==> src/rtl/gld_pkg.sv <==
// Shared types and constants for the GIF LZW pixel decoder.
package gld_pkg;

	localparam int CODE_BITS  = 12;
	localparam int TBL_DEPTH  = 4096;
	localparam int STK_DEPTH  = 4096;
	localparam int CNT_BITS   = 13;
	localparam int COORD_BITS = 16;

	localparam logic [2:0] ST_PIXEL   = 3'd0;
	localparam logic [2:0] ST_NEED    = 3'd1;
	localparam logic [2:0] ST_END     = 3'd2;
	localparam logic [2:0] ST_CLEAR   = 3'd3;
	localparam logic [2:0] ST_ACCEPT  = 3'd4;
	localparam logic [2:0] ST_REFUSE  = 3'd5;
	localparam logic [2:0] ST_STARTED = 3'd6;

	localparam logic [1:0] OP_START = 2'd0;
	localparam logic [1:0] OP_FEED  = 2'd1;
	localparam logic [1:0] OP_ADV   = 2'd2;

	localparam logic [1:0] CFG_MIN    = 2'd0;
	localparam logic [1:0] CFG_WIDTH  = 2'd1;
	localparam logic [1:0] CFG_HEIGHT = 2'd2;
	localparam logic [1:0] CFG_ILACE  = 2'd3;

	localparam logic [3:0] ROW_STEP [4] = '{4'd8, 4'd8, 4'd4, 4'd2};

	typedef enum logic [1:0] {K_START, K_FEED, K_ADV, K_BAD} kind_t;

	typedef struct packed {
		kind_t      kind;
		logic [7:0] data;
	} q_item_t;

	typedef enum logic [2:0] {S_IDLE, S_POP, S_WALK, S_WAIT, S_FIN} core_state_t;

	typedef struct packed {
		logic [15:0] col;
		logic [16:0] row;
		logic [2:0]  pass;
		logic [7:0]  pix;
		logic [15:0] x;
		logic [15:0] y;
		logic        in_img;
		logic        err;
	} place_t;

endpackage

==> src/rtl/gld_front.sv <==
// Input side: accept stream transfers, classify the opcode, queue the items.
module gld_front
	import gld_pkg::*;
(
	input  logic       clk,
	input  logic       arst_n,
	input  logic       s_tvalid,
	output logic       s_tready,
	input  logic [7:0] s_tdata,   // data_byte
	input  logic [1:0] s_tuser,   // opcode
	output logic       q_valid,
	output q_item_t    q_item,
	input  logic       q_pop
);

	q_item_t    buf_q [2];
	logic       wr_q;
	logic       rd_q;
	logic [1:0] cnt_q;
	logic       push;
	kind_t      kind;

	always_comb begin
		unique case (s_tuser)
			OP_START: kind = K_START;
			OP_FEED:  kind = K_FEED;
			OP_ADV:   kind = K_ADV;
			default:  kind = K_BAD;
		endcase
	end

	assign s_tready = (cnt_q != 2'd2);
	assign push     = s_tvalid && s_tready;
	assign q_valid  = (cnt_q != 2'd0);
	assign q_item   = buf_q[rd_q];

	always_ff @(posedge clk) begin
		if (push) begin
			buf_q[wr_q] <= '{kind: kind, data: s_tdata};
		end
	end

	always_ff @(posedge clk or negedge arst_n) begin
		if (!arst_n) begin
			wr_q  <= 1'b0;
			rd_q  <= 1'b0;
			cnt_q <= 2'd0;
		end else begin
			if (push) wr_q <= ~wr_q;
			if (q_pop) rd_q <= ~rd_q;
			cnt_q <= cnt_q + 2'(push) - 2'(q_pop);
		end
	end

endmodule

==> config.mk <==
export PLATFORM = sky130hd
export DESIGN_NAME = gld_front
export DESIGN_NICKNAME = d
export VERILOG_FILES = /design/src/rtl/gld_pkg.sv /design/src/rtl/gld_front.sv
export SDC_FILE = /design/constraint.sdc
export NUM_CORES = 1
export LEC_CHECK = 0
export BUFFER_PORTS_ARGS = -buffer_cell sky130_fd_sc_hd__buf_2
export CAP_MARGIN = 20
export CORE_ASPECT_RATIO = 1.4
export CORE_MARGIN = 1
export CORE_UTILIZATION = 49
export CTS_CLUSTER_DIAMETER = 50
export CTS_CLUSTER_SIZE = 12
export DETAILED_ROUTE_END_ITERATION = 8
export GPL_TIMING_DRIVEN = 0
export MAX_ROUTING_LAYER = met4
export PLACE_DENSITY = 0.76
export SKIP_LAST_GASP = 1
export SYNTH_ARGS = -nofsm -noshare
export SYNTH_HDL_FRONTEND = slang
export SYNTH_SLANG_ARGS = --single-unit
export TNS_END_PERCENT = 5
==> constraint.sdc <==
create_clock -name clk -period 1.7 [get_ports clk]
set_input_delay 0.34 -clock clk [delete_from_list [all_inputs] [get_ports clk]]
set_output_delay 0.34 -clock clk [all_outputs]
set_load 0.01 [all_outputs]
==> out/metrics.yaml <==
outcome: "completed"
grt_overflow: 0
synthArstFlopShare_pct: 16.7
synth-edff-count: 20
syn_area_um2: 931
hold_viol_final: 0
core_area_um2: 1780
fillers: 143
fp.dieH_um: 53.6
total_power_mw: 1.86
final_nets: 97
r2r-start: "cnt_q[1]"
rsz0062_at_grt: "true"
grt_busiest_layer: "met2"
max_freq_ghz: 0.599
min_period_ps: 1670
slew_viol_final: 0
finalClockSkew_ps: 3.04
worst_ep_arrival_time_ps: 1330
start_util_pct: 52.3
ys_seq_area_share_pct: 75.3
synth_area_leaders: "edfxtp_1 (65%), mux2_1 (11%), dfrtp_1 (11%)"
drtIter0Drc: 6
min_from: "s_tdata[3]"
fin_crit_sh_pct: 98.3
syn_area_per_cell_um2: 18.6
port_buffers: 23
cellPowerDensity_nw_per_um2: 1590
vias: 499
grt_pass1_vias: 479
diodes: 0
synth_top_area_share_pct: 64.5
cp-end-kind: "output pin"
grtUsageMet2_pct: 25.3
wl_per_cell_um: 14.3
drive_gt1_share_pct: 49.4
clk_pin_slew_ps: 120
root_buffer: "clkbuf_4"
drc: 0
grt_use_met1_pct: 19.3
antenna_found_initial: 0
fin_tns_setup_ps: 0
slew_headroom_pct: 64.9
yosys_most_used_dff: "edfxtp_1"
ys_warn_count: 0
die_area_um2: 2080
dp_slack_ps: -51.8
groute.layer.met3.usage_pct: 2.48
place_hpwl_um: 982
first_pass_iters: 3
worst_pin_slew_ps: 526
cts_tree: "done"
chipWidth_um: 38.8
critical_path.startpoint_type: "register"
syn_nets: 65
ant_nets: 0
place_congestion: 0.619
grt_pass1_wl_um: 2150
post-synth-top-area-cell: "edfxtp_1"
critPathKind: "register to output pin"
post-route-util_pct: 66.0
drt-total-wl_um: 1440
row_count: 18
cts_buffer_depth: 2
hp-class: "input pin to register"
grt.total_usage_pct: 16.2
cp.required_ps: 1360
grt_max_degree: 14
h-tree-depth: 1
cts_num_sinks: 24
synth-seq-cells: 24
worst_slack_ps: 29.2
final-setup-viol-count: 0
leakage_nw: 0.477
ios: 26
maxCapViolCount: 0
viasPerCell: 4.94
setup.worst_path.start: "rd_q"
stdcell_count: 101
worstPathMaxFanout: 5
yosysUniqueCellTypes: 17
cts_buffers: 3
clk_latency_ps: 310
max-vdd-ir-drop_v: 0.000798
syn_to_final_growth_pct: 26.1
dpl.cell_count: 93
synthCells: 50
## placed cells by master (no fill, tap or decap), types with 2 or more instances in the layout
cell type,n
mux2_4,5
buf_4,2
buf_6,4
mux2_1,4
edfxtp_1,20
clkbuf_4,3
xnor2_1,3
clkbuf_1,2
buf_2,21
dfrtp_1,4
## cells in the mapped netlist (2+ instances only)
| cell type | instances |
|---|---|
| dfrtp_1 | 4 |
| mux2_1 | 9 |
| clkbuf_1 | 2 |
| edfxtp_1 | 20 |
| xnor2_1 | 3 |
## path summary, 6_finish.rpt
| check | endpoint | slack (ps) | cells after the start |
|---|---|---|---|
| worst max-delay path | q_item[6] | 30 | 3 |
| worst min-delay path | buf_q[0][3] | 210 | 1 |
| worst max register to register | buf_q[0][6] | 230 | 3 |
| worst min register to register | wr_q | 520 | 1 |
| max in group asynchronous | rd_q | 1230 | 2 |
| min in group asynchronous | wr_q | 350 | 2 |
## routing by layer
layer | routed length (µm) | vias up
li1 | - | 247
met1 | 635 | 232
met2 | 724 | 15
met3 | 48 | 5
met4 | 34 | 0
met5 | 0 | -
## cell families (layout without fill, tap and decap cells)
group	count (synthesis)	after routing	share of synthesized area (%)
flops	24	24	75.3
fa+ha+maj	1	1	1.34
simple gates	6	6	4.17
mux	10	10	12.1
xor+xnor	4	4	3.76
compound gates	2	2	2.02
buf+inv	3	34	1.34
## critical path, cell delays in order (launching register included)
cell     delay [ps]
dfrtp_1         440
buf_6           150
mux2_1          300
buf_2           140
## state kept, by name, summed over array words and instances (netlist names)
register,cells
cnt_q,2
buf_q,20
rd_q,1
wr_q,1
## where the power goes
part	total [mW]	leakage (nW)	internal, mW	switching [mW]
Clock	0.244	0.0154	0.0858	0.158
Combinational	0.727	0.228	0.400	0.328
Sequential	0.893	0.233	0.817	0.0757
Total	1.86	0.477	1.30	0.561
## timing repair
| item | in CTS | in global routing |
|---|---|---|
| gates resized for setup | 2 | 11 |
| setup buffers | 0 | 2 |
| setup endpoints to repair | 19 | 9 |
| hold buffers | 1 | 0 |
| hold endpoints to repair | 4 | 0 |
| cloned | 0 | 1 |
## metrics by stage
stage	hold WS, ps	instance area, µm²
finish	211	1170
global route	202	1170
CTS	204	1110
detailed placement	152	1070
global placement	152	1070
floorplan	44.4	931
## final cells by class
| class | count | area (µm²) | share of cell area (%) |
|---|---|---|---|
| sequential | 24 | 701 | 59.7 |
| clock inverter | 1 | 3.75 | 0.320 |
| tap | 20 | 25.0 | 2.13 |
| multi-input combinational | 23 | 239 | 20.4 |
| buffer | 3 | 18.8 | 1.60 |
| timing repair buffer | 27 | 164 | 14.0 |
| clock buffer | 3 | 22.5 | 1.92 |
Note: power is estimated with default switching activity, not from simulation.
